**config.mk**
```make
export PLATFORM = sky130hd
export DESIGN_NAME = i2c_master_byte_sequencer_top
export DESIGN_NICKNAME = d
export VERILOG_FILES = /design/src/hw/rtl/i2cms_pkg.sv /design/src/hw/rtl/i2cms_core.sv /design/src/hw/rtl/i2c_master_byte_sequencer_top.sv
export SDC_FILE = /design/constraint.sdc
export NUM_CORES = 1
export LEC_CHECK = 0
export BUFFER_PORTS_ARGS = -buffer_cell sky130_fd_sc_hd__clkbuf_2
export CAP_MARGIN = 30
export CELL_PAD_IN_SITES_DETAIL_PLACEMENT = 2
export CELL_PAD_IN_SITES_GLOBAL_PLACEMENT = 2
export CORE_ASPECT_RATIO = 2
export CORE_UTILIZATION = 36
export DETAILED_ROUTE_END_ITERATION = 16
export HOLD_SLACK_MARGIN = 0.15
export PLACE_DENSITY_LB_ADDON = 0.1
export SYNTH_ARGS = -nofsm -noshare
export SYNTH_HDL_FRONTEND = slang
export SYNTH_HIERARCHICAL = 1
export SYNTH_SLANG_ARGS = --single-unit
```
**constraint.sdc**
```tcl
create_clock -name clk -period 4.5 [get_ports clk]
set_clock_uncertainty 0.2 [all_clocks]
set_input_delay 0.9 -clock clk [delete_from_list [all_inputs] [get_ports clk]]
set_output_delay 0.9 -clock clk [all_outputs]
set_load 0.1 [all_outputs]
```
**src/hw/rtl/i2cms_pkg.sv**
```systemverilog
// Shared types and codes for the I2C master byte sequencer.
// No dependencies; used by i2cms_core and i2c_master_byte_sequencer_top.
`default_nettype none

package i2cms_pkg;

    localparam logic [2:0] OP_TICK  = 3'd0;
    localparam logic [2:0] OP_START = 3'd1;
    localparam logic [2:0] OP_STOP  = 3'd2;
    localparam logic [2:0] OP_WRITE = 3'd3;
    localparam logic [2:0] OP_READ  = 3'd4;

    localparam logic [11:0] ACK_TIMEOUT_RESET    = 12'd1000;
    localparam logic [9:0]  TICKS_PER_UNIT_RESET = 10'd1;

    typedef struct packed {
        logic       scl_level;
        logic       sda_level;
        logic       sda_drive_enable;
        logic       busy_res;
        logic       done_res;
        logic [7:0] read_byte;
        logic       ack_ok;
        logic       rejected;
    } res_t;

endpackage

`default_nettype wire

```
**src/hw/rtl/i2cms_core.sv**
```systemverilog
// Sequencer state and single-pass next-state logic for one transfer.
// Depends on i2cms_pkg (operation codes, result struct).
`default_nettype none

module i2cms_core
(
    input  wire logic             clk,
    input  wire logic             rst_n,
    input  wire logic             step,
    input  wire logic [2:0]       operation,
    input  wire logic [7:0]       data_byte,
    input  wire logic             ack_flag,
    input  wire logic             sda_sample,
    input  wire logic [11:0]      ack_timeout,
    input  wire logic [9:0]       ticks_per_unit,
    output i2cms_pkg::res_t       result
);

    typedef enum logic [2:0] {
        CMD_IDLE  = 3'd0,
        CMD_START = 3'd1,
        CMD_STOP  = 3'd2,
        CMD_WRITE = 3'd3,
        CMD_READ  = 3'd4
    } cmd_t;

    typedef struct packed {
        logic scl;
        logic sda;
        logic en;
    } lines_t;

    cmd_t        cmd_reg,   cmd_next;
    logic [2:0]  phase_reg, phase_next;
    logic [3:0]  bits_reg,  bits_next;
    logic [7:0]  shift_reg, shift_next;
    logic [9:0]  unit_reg,  unit_next;
    logic [12:0] poll_reg,  poll_next;
    lines_t      lines_reg, lines_next;
    logic        ackm_reg,  ackm_next;

    logic        is_cmd;
    logic        do_enter;
    logic        fin;
    logic        fin_ok;
    logic [7:0]  fin_byte;
    logic        rej;
    logic [9:0]  tpu_eff;
    logic [10:0] unit_inc;
    logic [3:0]  bits_inc;

    function automatic lines_t enter_lines(input cmd_t c, input logic [2:0] ph,
                                           input logic [7:0] sh, input logic am,
                                           input logic cur_sda);
        lines_t l;
        begin
            l = '{scl: 1'b1, sda: cur_sda, en: 1'b1};
            unique case (c)
                CMD_START:
                begin
                    l = '{scl: (ph < 3'd4), sda: (ph < 3'd2), en: 1'b1};
                end
                CMD_STOP:
                begin
                    l = '{scl: (ph >= 3'd2), sda: (ph >= 3'd4), en: 1'b1};
                end
                CMD_WRITE:
                begin
                    if (ph == 3'd0)
                        l = '{scl: 1'b0, sda: cur_sda, en: 1'b1};
                    else if (ph == 3'd1)
                        l = '{scl: 1'b0, sda: sh[7], en: 1'b1};
                    else if (ph == 3'd2)
                        l = '{scl: 1'b1, sda: cur_sda, en: 1'b1};
                    else if (ph == 3'd3)
                        l = '{scl: 1'b0, sda: 1'b1, en: 1'b0};
                    else if (ph == 3'd4 || ph == 3'd5)
                        l = '{scl: 1'b1, sda: 1'b1, en: 1'b0};
                    else
                        l = '{scl: 1'b0, sda: 1'b1, en: 1'b0};
                end
                CMD_READ:
                begin
                    if (ph == 3'd0)
                        l = '{scl: 1'b1, sda: cur_sda, en: 1'b0};
                    else if (ph == 3'd1)
                        l = '{scl: 1'b0, sda: cur_sda, en: 1'b0};
                    else if (ph == 3'd2)
                        l = '{scl: 1'b0, sda: ~am, en: 1'b1};
                    else if (ph == 3'd3)
                        l = '{scl: 1'b1, sda: cur_sda, en: 1'b1};
                    else
                        l = '{scl: 1'b0, sda: cur_sda, en: 1'b1};
                end
                default:
                begin
                    l = '{scl: 1'b1, sda: cur_sda, en: 1'b1};
                end
            endcase
            return l;
        end
    endfunction

    assign is_cmd   = (operation == i2cms_pkg::OP_START) || (operation == i2cms_pkg::OP_STOP)
                   || (operation == i2cms_pkg::OP_WRITE) || (operation == i2cms_pkg::OP_READ);
    assign tpu_eff  = (ticks_per_unit == 10'd0) ? 10'd1 : ticks_per_unit;
    assign unit_inc = {1'b0, unit_reg} + 11'd1;
    assign bits_inc = bits_reg + 4'd1;

    always_comb
    begin
        cmd_next   = cmd_reg;
        phase_next = phase_reg;
        bits_next  = bits_reg;
        shift_next = shift_reg;
        unit_next  = unit_reg;
        poll_next  = poll_reg;
        lines_next = lines_reg;
        ackm_next  = ackm_reg;
        do_enter   = 1'b0;
        fin        = 1'b0;
        fin_ok     = 1'b0;
        fin_byte   = 8'd0;
        rej        = 1'b0;

        if (step)
        begin
            if (is_cmd)
            begin
                if (cmd_reg != CMD_IDLE)
                begin
                    rej = 1'b1;
                end
                else
                begin
                    cmd_next   = cmd_t'(operation);
                    phase_next = 3'd0;
                    bits_next  = 4'd0;
                    unit_next  = 10'd0;
                    poll_next  = 13'd0;
                    ackm_next  = ack_flag;
                    shift_next = (operation == i2cms_pkg::OP_WRITE) ? data_byte : 8'd0;
                    do_enter   = 1'b1;
                end
            end
            else if (cmd_reg != CMD_IDLE)
            begin
                if (cmd_reg == CMD_WRITE && phase_reg == 3'd5)
                begin
                    if (!sda_sample)
                    begin
                        phase_next = 3'd6;
                        unit_next  = 10'd0;
                        do_enter   = 1'b1;
                    end
                    else if (poll_reg > {1'b0, ack_timeout})
                    begin
                        fin = 1'b1;
                    end
                    else
                    begin
                        poll_next = poll_reg + 13'd1;
                    end
                end
                else if (unit_inc >= {1'b0, tpu_eff})
                begin
                    unit_next = 10'd0;
                    unique case (cmd_reg)
                        CMD_START, CMD_STOP:
                        begin
                            if (phase_reg >= 3'd5)
                            begin
                                fin = 1'b1;
                            end
                            else
                            begin
                                phase_next = phase_reg + 3'd1;
                                do_enter   = 1'b1;
                            end
                        end
                        CMD_WRITE:
                        begin
                            if (phase_reg == 3'd2)
                            begin
                                shift_next = {shift_reg[6:0], 1'b0};
                                bits_next  = bits_inc;
                                if (bits_inc < 4'd8)
                                begin
                                    phase_next = 3'd0;
                                    do_enter   = 1'b1;
                                end
                                else if (ackm_reg)
                                begin
                                    phase_next = 3'd3;
                                    do_enter   = 1'b1;
                                end
                                else
                                begin
                                    lines_next = '{scl: 1'b0, sda: 1'b1, en: 1'b1};
                                    fin        = 1'b1;
                                    fin_ok     = 1'b1;
                                end
                            end
                            else if (phase_reg >= 3'd6)
                            begin
                                fin    = 1'b1;
                                fin_ok = 1'b1;
                            end
                            else
                            begin
                                phase_next = phase_reg + 3'd1;
                                do_enter   = 1'b1;
                            end
                        end
                        CMD_READ:
                        begin
                            if (phase_reg == 3'd0)
                            begin
                                shift_next = {shift_reg[6:0], sda_sample};
                                phase_next = 3'd1;
                                do_enter   = 1'b1;
                            end
                            else if (phase_reg == 3'd1)
                            begin
                                bits_next  = bits_inc;
                                phase_next = (bits_inc < 4'd8) ? 3'd0 : 3'd2;
                                do_enter   = 1'b1;
                            end
                            else if (phase_reg >= 3'd4)
                            begin
                                if (ackm_reg)
                                    lines_next = '{scl: 1'b0, sda: 1'b1, en: 1'b1};
                                fin      = 1'b1;
                                fin_byte = shift_reg;
                            end
                            else
                            begin
                                phase_next = phase_reg + 3'd1;
                                do_enter   = 1'b1;
                            end
                        end
                        default:
                        begin
                        end
                    endcase
                end
                else
                begin
                    unit_next = unit_inc[9:0];
                end
            end
        end

        if (do_enter)
            lines_next = enter_lines(cmd_next, phase_next, shift_next, ackm_next,
                                     lines_next.sda);

        if (fin)
        begin
            cmd_next   = CMD_IDLE;
            phase_next = 3'd0;
            bits_next  = 4'd0;
            unit_next  = 10'd0;
            poll_next  = 13'd0;
        end
    end

    always_comb
    begin
        result.scl_level        = lines_next.scl;
        result.sda_level        = lines_next.sda;
        result.sda_drive_enable = lines_next.en;
        result.busy_res         = (cmd_next != CMD_IDLE);
        result.done_res         = fin;
        result.read_byte        = fin_byte;
        result.ack_ok           = fin_ok;
        result.rejected         = rej;
    end

    always_ff @(posedge clk or negedge rst_n)
    begin
        if (!rst_n)
        begin
            cmd_reg   <= CMD_IDLE;
            phase_reg <= 3'd0;
            bits_reg  <= 4'd0;
            shift_reg <= 8'd0;
            unit_reg  <= 10'd0;
            poll_reg  <= 13'd0;
            lines_reg <= '{scl: 1'b1, sda: 1'b1, en: 1'b1};
            ackm_reg  <= 1'b0;
        end
        else
        begin
            cmd_reg   <= cmd_next;
            phase_reg <= phase_next;
            bits_reg  <= bits_next;
            shift_reg <= shift_next;
            unit_reg  <= unit_next;
            poll_reg  <= poll_next;
            lines_reg <= lines_next;
            ackm_reg  <= ackm_next;
        end
    end

endmodule

`default_nettype wire

```
**src/hw/rtl/i2c_master_byte_sequencer_top.sv**
```systemverilog
// Top level of the I2C master byte sequencer: APB registers, core, result buffer.
// Depends on i2cms_pkg and i2cms_core.
//
//   channel   handshake              payload
//   input     in_valid / in_ready    operation, data_byte, ack_flag, sda_sample
//   result    out_valid / out_ready  scl_level .. rejected, one per input transfer
//   config    psel/penable/pwrite    paddr, pwdata, prdata (ack_timeout @0, ticks @4)
//
// One input transfer per cycle while in_ready is high; its result is registered on the output.
// The core updates in the accept cycle; a result register plus a skid register
// let input keep flowing for one more transfer while the output stalls.
// Reset is asynchronous, active low, and sets the core's lines to SCL high, SDA high, driven.
`default_nettype none

module i2c_master_byte_sequencer_top
(
    input  wire logic        clk,
    input  wire logic        rst_n,

    input  wire logic        in_valid,
    output logic             in_ready,
    input  wire logic [2:0]  operation,
    input  wire logic [7:0]  data_byte,
    input  wire logic        ack_flag,
    input  wire logic        sda_sample,

    output logic             out_valid,
    input  wire logic        out_ready,
    output logic             scl_level,
    output logic             sda_level,
    output logic             sda_drive_enable,
    output logic             busy_res,
    output logic             done_res,
    output logic [7:0]       read_byte,
    output logic             ack_ok,
    output logic             rejected,

    input  wire logic        psel,
    input  wire logic        penable,
    input  wire logic        pwrite,
    input  wire logic [2:0]  paddr,
    input  wire logic [31:0] pwdata,
    output logic [31:0]      prdata,
    output logic             pready
);

    logic [11:0]     timeout_reg;
    logic [9:0]      tpu_reg;
    logic            cfg_wr;
    logic            accept;
    i2cms_pkg::res_t core_res;
    i2cms_pkg::res_t out_reg,   out_next;
    i2cms_pkg::res_t skid_reg,  skid_next;
    logic            out_valid_reg,  out_valid_next;
    logic            skid_valid_reg, skid_valid_next;

    assign pready = 1'b1;
    assign cfg_wr = psel & penable & pwrite & pready;
    assign prdata = paddr[2] ? {22'd0, tpu_reg} : {20'd0, timeout_reg};

    always_ff @(posedge clk or negedge rst_n)
    begin
        if (!rst_n)
        begin
            timeout_reg <= i2cms_pkg::ACK_TIMEOUT_RESET;
            tpu_reg     <= i2cms_pkg::TICKS_PER_UNIT_RESET;
        end
        else if (cfg_wr)
        begin
            if (paddr[2])
                tpu_reg <= pwdata[9:0];
            else
                timeout_reg <= pwdata[11:0];
        end
    end

    assign in_ready = ~skid_valid_reg;
    assign accept   = in_valid & in_ready;

    i2cms_core u_core
    (
        .clk            (clk),
        .rst_n          (rst_n),
        .step           (accept),
        .operation      (operation),
        .data_byte      (data_byte),
        .ack_flag       (ack_flag),
        .sda_sample     (sda_sample),
        .ack_timeout    (timeout_reg),
        .ticks_per_unit (tpu_reg),
        .result         (core_res)
    );

    always_comb
    begin
        out_next        = out_reg;
        skid_next       = skid_reg;
        out_valid_next  = out_valid_reg;
        skid_valid_next = skid_valid_reg;
        if (!out_valid_reg || out_ready)
        begin
            if (skid_valid_reg)
            begin
                out_next        = skid_reg;
                out_valid_next  = 1'b1;
                skid_valid_next = 1'b0;
            end
            else if (accept)
            begin
                out_next       = core_res;
                out_valid_next = 1'b1;
            end
            else
            begin
                out_valid_next = 1'b0;
            end
        end
        else if (accept)
        begin
            skid_next       = core_res;
            skid_valid_next = 1'b1;
        end
    end

    always_ff @(posedge clk or negedge rst_n)
    begin
        if (!rst_n)
        begin
            out_valid_reg  <= 1'b0;
            skid_valid_reg <= 1'b0;
        end
        else
        begin
            out_valid_reg  <= out_valid_next;
            skid_valid_reg <= skid_valid_next;
        end
    end

    always_ff @(posedge clk)
    begin
        out_reg  <= out_next;
        skid_reg <= skid_next;
    end

    assign out_valid        = out_valid_reg;
    assign scl_level        = out_reg.scl_level;
    assign sda_level        = out_reg.sda_level;
    assign sda_drive_enable = out_reg.sda_drive_enable;
    assign busy_res         = out_reg.busy_res;
    assign done_res         = out_reg.done_res;
    assign read_byte        = out_reg.read_byte;
    assign ack_ok           = out_reg.ack_ok;
    assign rejected         = out_reg.rejected;

endmodule

`default_nettype wire
```
==> flow_metrics.py <==
metrics = {
    "global_route": {
        "grt_pass1_vias": 5995,
        "antenna_found_initial": 0,
        "gr-total-overflow": 0,
        "grt_pass1_wl_um": 31700,
        "grt_max_degree": 30,
        "grt_util_all_layers": 0.233,
    },
    "die": {
        "die_w_um": 95.7,
        "start_util": 0.368,
        "rows": 68,
        "dieArea_um2": 18100,
        "die_y_um": 189,
        "core_um2": 17200,
        "ios": 105,
    },
    "pwr": {
        "irDropWorstVdd_uv": 213,
        "p_total_mw": 3.52,
        "powerDensity_nw_per_um2": 478,
        "total_leakage_power_nw": 3.19,
        "p_seq_frac": 0.349,
        "pwr-share-clk": 0.272,
        "switchingPower_mw": 1.44,
        "switching_share": 0.410,
        "pwr-share-comb": 0.379,
        "internal_power_mw": 2.07,
    },
    "logic_synthesis": {
        "synth_flop_cell": "dfrtp_1",
        "syn_area_um2": 6320,
        "avgSynthCellArea_um2": 9.97,
        "yosys_warnings": 6,
        "ys_seq_elements": 99,
        "syn_inst": 634,
        "yosysSeqAreaShare": 0.418,
        "ys_async_sr_fraction": 0.697,
        "synth_edf_count": 30,
        "synth_cell_types": 74,
    },
    "placed_design": {
        "dpl_worst_slack_ps": 35.4,
        "globalplace.congestion": 0.853,
        "port_buffers": 61,
        "dp_hpwl_um": 15900,
        "dpl_cell_area_um2": 6910,
    },
    "worst_setup_path": {
        "rrSetupSlack_ps": 190,
        "cp.required_ps": 4410,
        "startpoint_type": "flop",
        "path_class": "flop to flop",
        "path_max_fanout": 9,
        "max_stage_delay_ps": 420,
        "cpMaxStageDelayCell": "dfrtp_1",
        "cp-end-kind": "flop",
        "worstReg2RegEnd": "scl_level",
        "crit_start": "u_core/unit_reg[4]",
        "regToRegStartpoint": "u_core/unit_reg[4]",
        "cp.arrival_ps": 4220,
        "cp_common_cell": "a211oi_2",
        "r2r_cells": 16,
        "crit_chain": "and3_1 -> nand3_1 -> nor2_4 -> xor2_1 -> ha_1 -> a211oi_2 -> nand2_1 -> a211oi_2 -> buf_4 -> o21ai_0 -> a31oi_1 -> o22ai_2 -> or2_1 -> o41ai_1 -> a21oi_1 -> mux2_2",
    },
    "drt": {
        "topRoutingLayerUsed": "met4",
        "wire_per_inst_um": 21.3,
        "wl_met1_um": 6490,
        "drtIter0Drc": 150,
        "drt_wl_total_um": 19800,
        "vias_per_cell": 5.60,
        "ant_nets": 0,
        "vias": 5201,
        "wl_met3_um": 456,
        "met2WireLength_um": 12100,
        "firstDrtPassIters": 4,
        "drc": 0,
    },
    "cells_and_area": {
        "n_fill_cell": 1908,
        "fin_nets": 797,
        "fin_area_um2": 7350,
        "drive_above_1_share": 0.277,
        "area_growth_pct": 16.3,
        "antenna_cells": 0,
        "largest_reg_flops": 15,
        "multi_input_area_um2": 3400,
        "regArea_um2": 2640,
    },
    "run": {
        "maxCapViolCount": 0,
    },
    "sta": {
        "layout_setup_ws_ps": 191,
        "relSlewSlack": 0.523,
        "rsz0062_at_grt": "false",
        "tns_ps": 0,
        "final-setup-viol-count": 0,
        "hold_ws_ps": 321,
        "hold_viol_final": 0,
        "finalMaxSlewViolations": 0,
        "fin_crit_sh": 0.958,
        "min_period_ps": 4310,
        "fmaxAchievable_mhz": 232,
        "worstMarginPinSlew_ps": 715,
    },
    "min_path": {
        "holdPathStages": 2,
        "hold_path_end": "u_core/shift_reg[5]",
        "hold_path.startpoint": "u_core/shift_reg[5]",
        "hp-class": "flop to flop",
    },
    "clocking": {
        "clockBufferDepth": 2,
        "cts_buffers": 9,
        "cts_sinks": 99,
        "htreeDepth": 3,
        "postCtsHoldBufs": 0,
        "root_buffer": "clkbuf_16",
        "clock_latency_ps": 360,
        "clk_pin_slew_ps": 70,
        "cts_tree": "yes",
    },
    "run_status": {
        "outcome": "finished, final reports clean",
    },
}
[Yosys cell counts, types with 10 or more instances]
library cell / count / share of area
buf_4: 25 / 0.030
a211oi_1: 13 / 0.015
a21oi_1: 19 / 0.015
nor3_1: 13 / 0.010
dfstp_2: 10 / 0.042
xnor2_1: 10 / 0.014
nand2_1: 46 / 0.027
edfxtp_1: 30 / 0.14
o21ai_0: 35 / 0.028
nor2b_1: 13 / 0.013
nor2_1: 52 / 0.031
mux2_4: 10 / 0.024
ha_1: 29 / 0.057
and2_1: 12 / 0.012
nand3_1: 21 / 0.017
nand2b_1: 11 / 0.011
buf_2: 16 / 0.013
mux2_2: 39 / 0.069
a31oi_1: 10 / 0.0099
inv_1: 31 / 0.018
nand4_1: 13 / 0.013
dfrtp_1: 59 / 0.23
[per-layer routing]
| layer | global-route usage | up-vias |
|---|---|---|
| met4 | 0.114 | 0 |
| met2 | 0.480 | 114 |
| met3 | 0.0297 | 46 |
| li1 | - | 2414 |
| met5 | 0 | - |
| met1 | 0.207 | 2627 |
[per-stage QoR]
step,util,instances
floorplan,-,653
global placement,0.402,910
detailed placement,0.402,910
CTS,0.424,926
global route,0.428,928
finish,0.428,928
[critical path, delay by kind of cell (launching register included)]
kind                     cells  cell delay [ps]
AO/OA/AOI/OAI                7             1590
XOR/XNOR                     1              220
adder cells (fa/ha/maj)      1              310
buffers and inverters        1              170
flip-flops                   1              420
multiplexers                 1              280
AND/OR/NAND/NOR              5              900
[final cells by class]
cell class                 instances  area share
multi-input combinational        477       0.463
sequential                        99       0.359
timing repair buffer              95      0.0764
tap                              210      0.0357
clock buffer                      10      0.0311
clock inverter                     6      0.0186
inverter                          31      0.0158
[kinds of logic after synthesis]
group / Yosys count / synth area share
other: 2 / 0.00119
adder cells (fa/ha/maj): 29 / 0.0574
XOR/XNOR: 19 / 0.0263
flip-flops: 99 / 0.418
multiplexers: 50 / 0.0948
AO/OA/AOI/OAI: 138 / 0.150
buffers and inverters: 77 / 0.0651
AND/OR/NAND/NOR: 220 / 0.188
[power groups by stage]
stage                     logic, mW  registers (mW)  clock network [mW]
final                          1.33            1.23               0.957
after global routing           1.42            1.25                1.01
after CTS                      1.33            1.23               0.982
after detailed placement       1.31            1.24                   0
after global placement         1.27            1.23                   0
after floorplan               0.898            1.28                   0
[placed cells by master, fill, tap and decap left out, types with 3 or more instances in the layout]
| cell | count |
|---|---|
| mux2_2 | 39 |
| o21ai_1 | 6 |
| nand4_1 | 13 |
| a22oi_1 | 6 |
| o21a_1 | 5 |
| and3_1 | 9 |
| a211oi_2 | 4 |
| dfstp_2 | 10 |
| nor4_1 | 6 |
| nor2b_1 | 13 |
| bufinv_16 | 4 |
| inv_1 | 31 |
| mux2_4 | 10 |
| edfxtp_1 | 30 |
| nor2_2 | 3 |
| nor3_1 | 13 |
| and2_1 | 12 |
| a41oi_1 | 3 |
| clkbuf_16 | 9 |
| conb_1 | 21 |
| nand2_1 | 45 |
| nand3_1 | 21 |
| o21ai_0 | 35 |
| o211ai_1 | 6 |
| o31ai_1 | 9 |
| a21o_1 | 3 |
| nand2b_1 | 11 |
| ha_1 | 28 |
| a21oi_1 | 18 |
| clkbuf_2 | 61 |
| buf_4 | 32 |
| xnor2_1 | 10 |
| xor2_1 | 9 |
| a211oi_1 | 10 |
| dfrtp_1 | 58 |
| nor2_1 | 51 |
| a31oi_1 | 10 |
[repair_timing]
item                       4_1_cts  5_1_grt
gates resized for setup          4        9
pin swaps                        0        5
setup endpoints to repair        3        3
setup buffers                    0        1
[worst max-delay path by stage]
stage	to	slack (ps)	cells past startpoint
CTS	scl_level	60	17
floorplan	scl_level	590	15
global placement	sda_level	130	17
global route	scl_level	20	16
detailed placement	sda_level	40	17
finish	scl_level	190	16
Power figures use the tool's default switching activity.
